File: src/rtl/ihrc_pkg.sv
`timescale 1ns / 1ps
`default_nettype none

package ihrc_pkg;

   // Operation codes carried in the request word
   typedef enum logic [1:0] {
      OP_CLEAR  = 2'd0,
      OP_INSERT = 2'd1,
      OP_LOOKUP = 2'd2,
      OP_QUERY  = 2'd3
   } op_type;

   localparam logic [0:0] STATUS_DONE = 1'b0;
   localparam logic [0:0] STATUS_FULL = 1'b1;

   typedef struct packed {
      op_type      op;
      logic [23:0] prefix;
      logic [7:0]  range_low;
      logic [7:0]  range_high;
      logic [31:0] site_id;
      logic [31:0] address;
   } req_type;

   typedef struct packed {
      logic [0:0]  status;
      logic        hit;
      logic [31:0] found_id;
   } rsp_type;

   // One stored rule
   typedef struct packed {
      logic [23:0] prefix;
      logic [7:0]  low;
      logic [7:0]  high;
      logic [31:0] id;
   } rule_type;

   // What the controller asks the datapath to load into the result register
   typedef enum logic [2:0] {
      RES_HOLD  = 3'd0,
      RES_DONE  = 3'd1,
      RES_FULL  = 3'd2,
      RES_MATCH = 3'd3,
      RES_MISS  = 3'd4
   } res_kind_type;

   typedef struct packed {
      logic         load;
      logic         clear;
      logic         write;
      logic         scan_start;
      logic         scan_run;
      res_kind_type res_kind;
   } ctrl_cmd_type;

   typedef struct packed {
      op_type op;
      logic   full;
      logic   empty;
      logic   match;
      logic   scan_end;
   } dp_status_type;

endpackage

`default_nettype wire

File: src/rtl/ihrc_ctrl.sv
`timescale 1ns / 1ps
`default_nettype none

module ihrc_ctrl (
   input  wire                     clock,
   input  wire                     reset,
   input  wire                     req_valid,
   output logic                    req_ready,
   output logic                    rsp_valid,
   input  wire                     rsp_ready,
   output ihrc_pkg::ctrl_cmd_type  cmd,
   input  ihrc_pkg::dp_status_type status
);

   typedef enum logic [1:0] {
      ST_IDLE,
      ST_DECODE,
      ST_SCAN,
      ST_RESP
   } state_type;

   state_type state_ff;
   state_type state_in;
   logic      req_ready_ff;
   logic      rsp_valid_ff;

   assign req_ready = req_ready_ff;
   assign rsp_valid = rsp_valid_ff;

   always_comb begin
      cmd          = '{load: 1'b0, clear: 1'b0, write: 1'b0, scan_start: 1'b0,
                       scan_run: 1'b0, res_kind: ihrc_pkg::RES_HOLD};
      state_in     = state_ff;
      unique case (state_ff)
         ST_IDLE: begin
            if (req_valid && req_ready_ff) begin
               cmd.load = 1'b1;
               state_in = ST_DECODE;
            end
         end
         ST_DECODE: begin
            unique case (status.op)
               ihrc_pkg::OP_CLEAR: begin
                  cmd.clear    = 1'b1;
                  cmd.res_kind = ihrc_pkg::RES_DONE;
                  state_in     = ST_RESP;
               end
               ihrc_pkg::OP_INSERT: begin
                  if (status.full) begin
                     cmd.res_kind = ihrc_pkg::RES_FULL;
                  end else begin
                     cmd.write    = 1'b1;
                     cmd.res_kind = ihrc_pkg::RES_DONE;
                  end
                  state_in = ST_RESP;
               end
               default: begin
                  if (status.empty) begin
                     cmd.res_kind = ihrc_pkg::RES_MISS;
                     state_in     = ST_RESP;
                  end else begin
                     cmd.scan_start = 1'b1;
                     state_in       = ST_SCAN;
                  end
               end
            endcase
         end
         ST_SCAN: begin
            cmd.scan_run = 1'b1;
            priority if (status.match) begin
               cmd.res_kind = ihrc_pkg::RES_MATCH;
               state_in     = ST_RESP;
            end else if (status.scan_end) begin
               cmd.res_kind = ihrc_pkg::RES_MISS;
               state_in     = ST_RESP;
            end else begin
               // keep scanning
               state_in = ST_SCAN;
            end
         end
         ST_RESP: begin
            if (rsp_ready) begin
               state_in = ST_IDLE;
            end
         end
         default: begin
            state_in = ST_IDLE;
         end
      endcase
   end

   always_ff @(posedge clock) begin
      if (reset) begin
         state_ff     <= ST_IDLE;
         req_ready_ff <= 1'b1;
         rsp_valid_ff <= 1'b0;
      end else begin
         state_ff     <= state_in;
         req_ready_ff <= (state_in == ST_IDLE);
         rsp_valid_ff <= (state_in == ST_RESP);
      end
   end

`ifndef SYNTHESIS
   a_one_side_busy: assert property (@(posedge clock) disable iff (reset)
      !(req_ready_ff && rsp_valid_ff))
      else $error("accepting a word while a result is pending");

   a_accept_closes: assert property (@(posedge clock) disable iff (reset)
      (req_valid && req_ready_ff) |=> !req_ready_ff)
      else $error("ready stayed high after accepting a word");

   a_result_reopens: assert property (@(posedge clock) disable iff (reset)
      (rsp_valid_ff && rsp_ready) |=> (req_ready_ff && !rsp_valid_ff))
      else $error("block did not return to idle after delivering a result");

   a_one_command: assert property (@(posedge clock) disable iff (reset)
      $onehot0({cmd.load, cmd.clear, cmd.write, cmd.scan_start}))
      else $error("conflicting datapath commands");
`endif

endmodule

`default_nettype wire
File: config.mk
export PLATFORM = sky130hd
export DESIGN_NAME = ihrc_ctrl
export DESIGN_NICKNAME = d
export VERILOG_FILES = /design/src/rtl/ihrc_pkg.sv /design/src/rtl/ihrc_ctrl.sv
export SDC_FILE = /design/constraint.sdc
export NUM_CORES = 1
export LEC_CHECK = 0
export ABC_AREA = 1
export BUFFER_PORTS_ARGS = -buffer_cell sky130_fd_sc_hd__buf_2
export CORE_AREA = 2 2 39 41
export CTS_BUF_LIST = sky130_fd_sc_hd__clkbuf_16
export CTS_CLUSTER_SIZE = 8
export DETAILED_ROUTE_END_ITERATION = 12
export DIE_AREA = 0 0 41 43
export GPL_TIMING_DRIVEN = 1
export PLACE_DENSITY = 0.6
export RECOVER_POWER = 100
export SETUP_SLACK_MARGIN = 0.5
export SLEW_MARGIN = 20
export SYNTH_ARGS = -nofsm -noshare
export SYNTH_HDL_FRONTEND = slang
export SYNTH_SLANG_ARGS = --single-unit
File: constraint.sdc
create_clock -name clock -period 2.53 [get_ports clock]
set_input_delay 0.253 -clock clock [delete_from_list [all_inputs] [get_ports clock]]
set_output_delay 0.253 -clock clock [all_outputs]
set_load 0.005 [all_outputs]
==> impl_metrics.py <==
metrics = {
    "critical_path": {
        "slowest_stage": "dfxtp_1",
        "path_class": "flop to output pin",
        "cp_common_cell": "inv_1",
        "reg2reg_depth": 7,
        "critPathMaxFanout": 6,
        "crit_chain": "inv_1 > ha_1 > inv_1 > nor4_1 > clkbuf_1",
        "reg2reg_to": "req_ready",
        "r2r_setup_slack_ns": 1.09,
        "startpoint_type": "flop",
        "arrival_ns": 1.38,
        "critPathCaptureType": "output pin",
        "reg2reg_from": "state_ff[0]",
        "cp.required_ns": 2.28,
        "cpPeakStageDelay_ns": 0.35,
    },
    "final_layout": {
        "final_net_count": 93,
        "n_antenna_cell": 0,
        "area_growth_pct": 53.0,
        "drive_above_1_share": 0.211,
    },
    "timing": {
        "final_hold_viol_count": 0,
        "rsz0062_at_grt": "false",
        "worst_pin_slew_ns": 0.310,
        "slew_viol_final": 0,
        "fin_crit_ns": 1.63,
        "fin_skew_ns": 0.000913,
        "holdWs_ns": 0.332,
        "clock.fmax_mhz": 614,
        "fin_crit_sh": 0.644,
        "setup_viol": 0,
        "finalSetupTns_ns": 0,
        "slew_headroom": 0.791,
    },
    "logic_synthesis": {
        "syn-num-nets": 69,
        "ys_warn_count": 0,
        "syn_inst": 54,
        "ys_ff_latch": 4,
        "ys_top_cells_by_area": "dfxtp_1 (24%), ha_1 (19%), inv_1 (13%)",
        "yosysTopAreaCell": "dfxtp_1",
        "synth-adder-area-share": 0.185,
        "synth_simple_gate_area_frac": 0.341,
        "synth_edf_count": 0,
        "synth_flop_cell": "dfxtp_1",
        "synth_xor_area_frac": 0,
        "synth.area.mux_share": 0,
        "synthArstFlopShare": 0,
        "netlist_area_um2": 338,
        "synth_top_family_by_area": "simple AND/OR/NAND/NOR gates",
        "yosysSeqAreaShare": 0.237,
        "synth_top_cell_area_share": 0.237,
        "ys_types": 12,
        "synth_commonest_cells": "inv_1 (12), nand2_1 (11), nor2_1 (8)",
        "synth.most_common_cell": "inv_1",
        "syn_area_per_cell_um2": 6.26,
        "synth-compound-area-share": 0.104,
    },
    "power": {
        "power.switching_w": 0.000213,
        "ir_drop_uv": 654,
        "p_int_w": 0.000391,
        "swShare": 0.353,
        "seq_power_share": 0.189,
        "pwr-share-clk": 0.400,
        "finalPower_w": 0.000604,
        "power_frac_comb": 0.411,
        "leakagePower_nw": 0.288,
        "powerDensity_nw_per_um2": 1170,
    },
    "grt": {
        "grt-ovfl-total": 0,
        "grt_pass1_wl_mm": 1.32,
        "grt_max_degree": 7,
        "first_global_vias": 351,
        "antenna_found_initial": 0,
        "grt_usage": 0.108,
    },
    "floorplan": {
        "dieArea_um2": 1760,
        "initial_core_util": 0.244,
        "core_um2": 1380,
        "rows": 14,
        "dieWidth_um": 41,
        "pin_count": 20,
        "fp.dieH_um": 43,
    },
    "cts": {
        "insertion_delay_ns": 0.22,
        "cts_root_buffer": "clkbuf_16",
        "cts_buffer_depth": 2,
        "h-tree-depth": 1,
        "clkSinkCount": 4,
        "cts_resized": 0,
        "cts-buffers-inserted": 3,
        "postCtsHoldBufs": 0,
        "cts_tree": "built",
        "cts_setup_buffers": 0,
        "clk_pin_slew_ns": 0.03,
    },
    "routing": {
        "wire_per_inst_um": 9.02,
        "viasPerCell": 4.33,
        "post-route-drc-count": 0,
        "drt_wl_total_um": 830,
        "num_vias": 398,
        "ant_nets": 0,
        "drt_pass1_iterations": 4,
        "drtIter0Drc": 4,
    },
    "hold_path": {
        "hold_start": "reset",
        "hold_class": "primary input to flop",
        "hold_path_end": "state_ff[1]",
        "min_path_cells": 3,
    },
    "status": {
        "outcome": "finished, final reports clean",
    },
    "flow_run": {
        "max_cap_violations": 0,
    },
    "place": {
        "hpwl_um": 665,
        "port-buffer-count": 19,
        "gp_congestion": 0.796,
    },
}
[sequential cells by signal, summed over array words and instances, names as in the netlist]
name and cells:
state_ff 2, req_ready 1, rsp_valid 1
[power groups by stage]
stage	registers (W)	clock network, W	logic (W)
final	0.000114	0.000241	0.000248
after global routing	0.000121	0.000252	0.000290
after CTS	0.000115	0.000245	0.000264
after detailed placement	0.000115	0	0.000259
after global placement	0.000114	0	0.000262
after floorplan	0.000112	0	0.000179
[final cells by class]
| cell class | instances | area, um^2 |
|---|---|---|
| well taps | 16 | 20.0 |
| repair buffers | 19 | 87.6 |
| flip-flops and latches | 4 | 80.1 |
| multi-input cells | 38 | 209 |
| fillers | 165 | 867 |
| inverters | 12 | 45.0 |
| clock buffers | 3 | 75.1 |
[through the flow]
step | utilization | instances | cell area [um^2] | setup WS (ns)
3_5_place_dp | 0.327 | 89 | 453 | 1.11
5_1_grt | 0.373 | 92 | 517 | 0.760
4_1_cts | 0.382 | 92 | 528 | 0.877
6_report | 0.373 | 92 | 517 | 0.901
3_3_place_gp | 0.327 | 89 | 453 | 1.15
2_1_floorplan | - | 54 | 338 | 1.28
[critical path: cells and delay by family, from the launching register on]
family        cells  cell delay [ns]
fa+ha+maj         1             0.27
buf+inv           3             0.36
flops             1             0.35
simple gates      1             0.18
[cells by family (layout without fill, tap and decap cells)]
kind of cell / after synthesis / after routing
AOI/OAI and AO/OA: 6 / 6
adders and majority gates: 5 / 5
buffers and inverters: 12 / 34
DFF: 4 / 4
and+or+nand+nor: 27 / 27
[metal layers]
metal	wire, um	global-route usage
met5	0	0
met4	0	0.0400
met3	93	0.0471
met2	333	0.166
met1	402	0.129
[cells in the final DEF (no fill, tap or decap), types with 3 or more instances in the layout]
cell type	n
nor2_1	8
nand2_1	11
clkbuf_1	6
buf_2	12
a21oi_1	4
nand3_1	5
inv_1	12
clkbuf_16	3
ha_1	5
dfxtp_1	4
[how the worst max path moves through the flow]
stage	from	to	slack (ns)
after floorplan	state_ff[0]	cmd[2]	1.28
after global placement	state_ff[1]	cmd[5]	1.15
after detailed placement	state_ff[0]	cmd[2]	1.11
after CTS	state_ff[1]	cmd[5]	0.88
after global routing	state_ff[1]	cmd[5]	0.76
final	state_ff[1]	cmd[5]	0.90
Power figures use the tool's default switching activity.
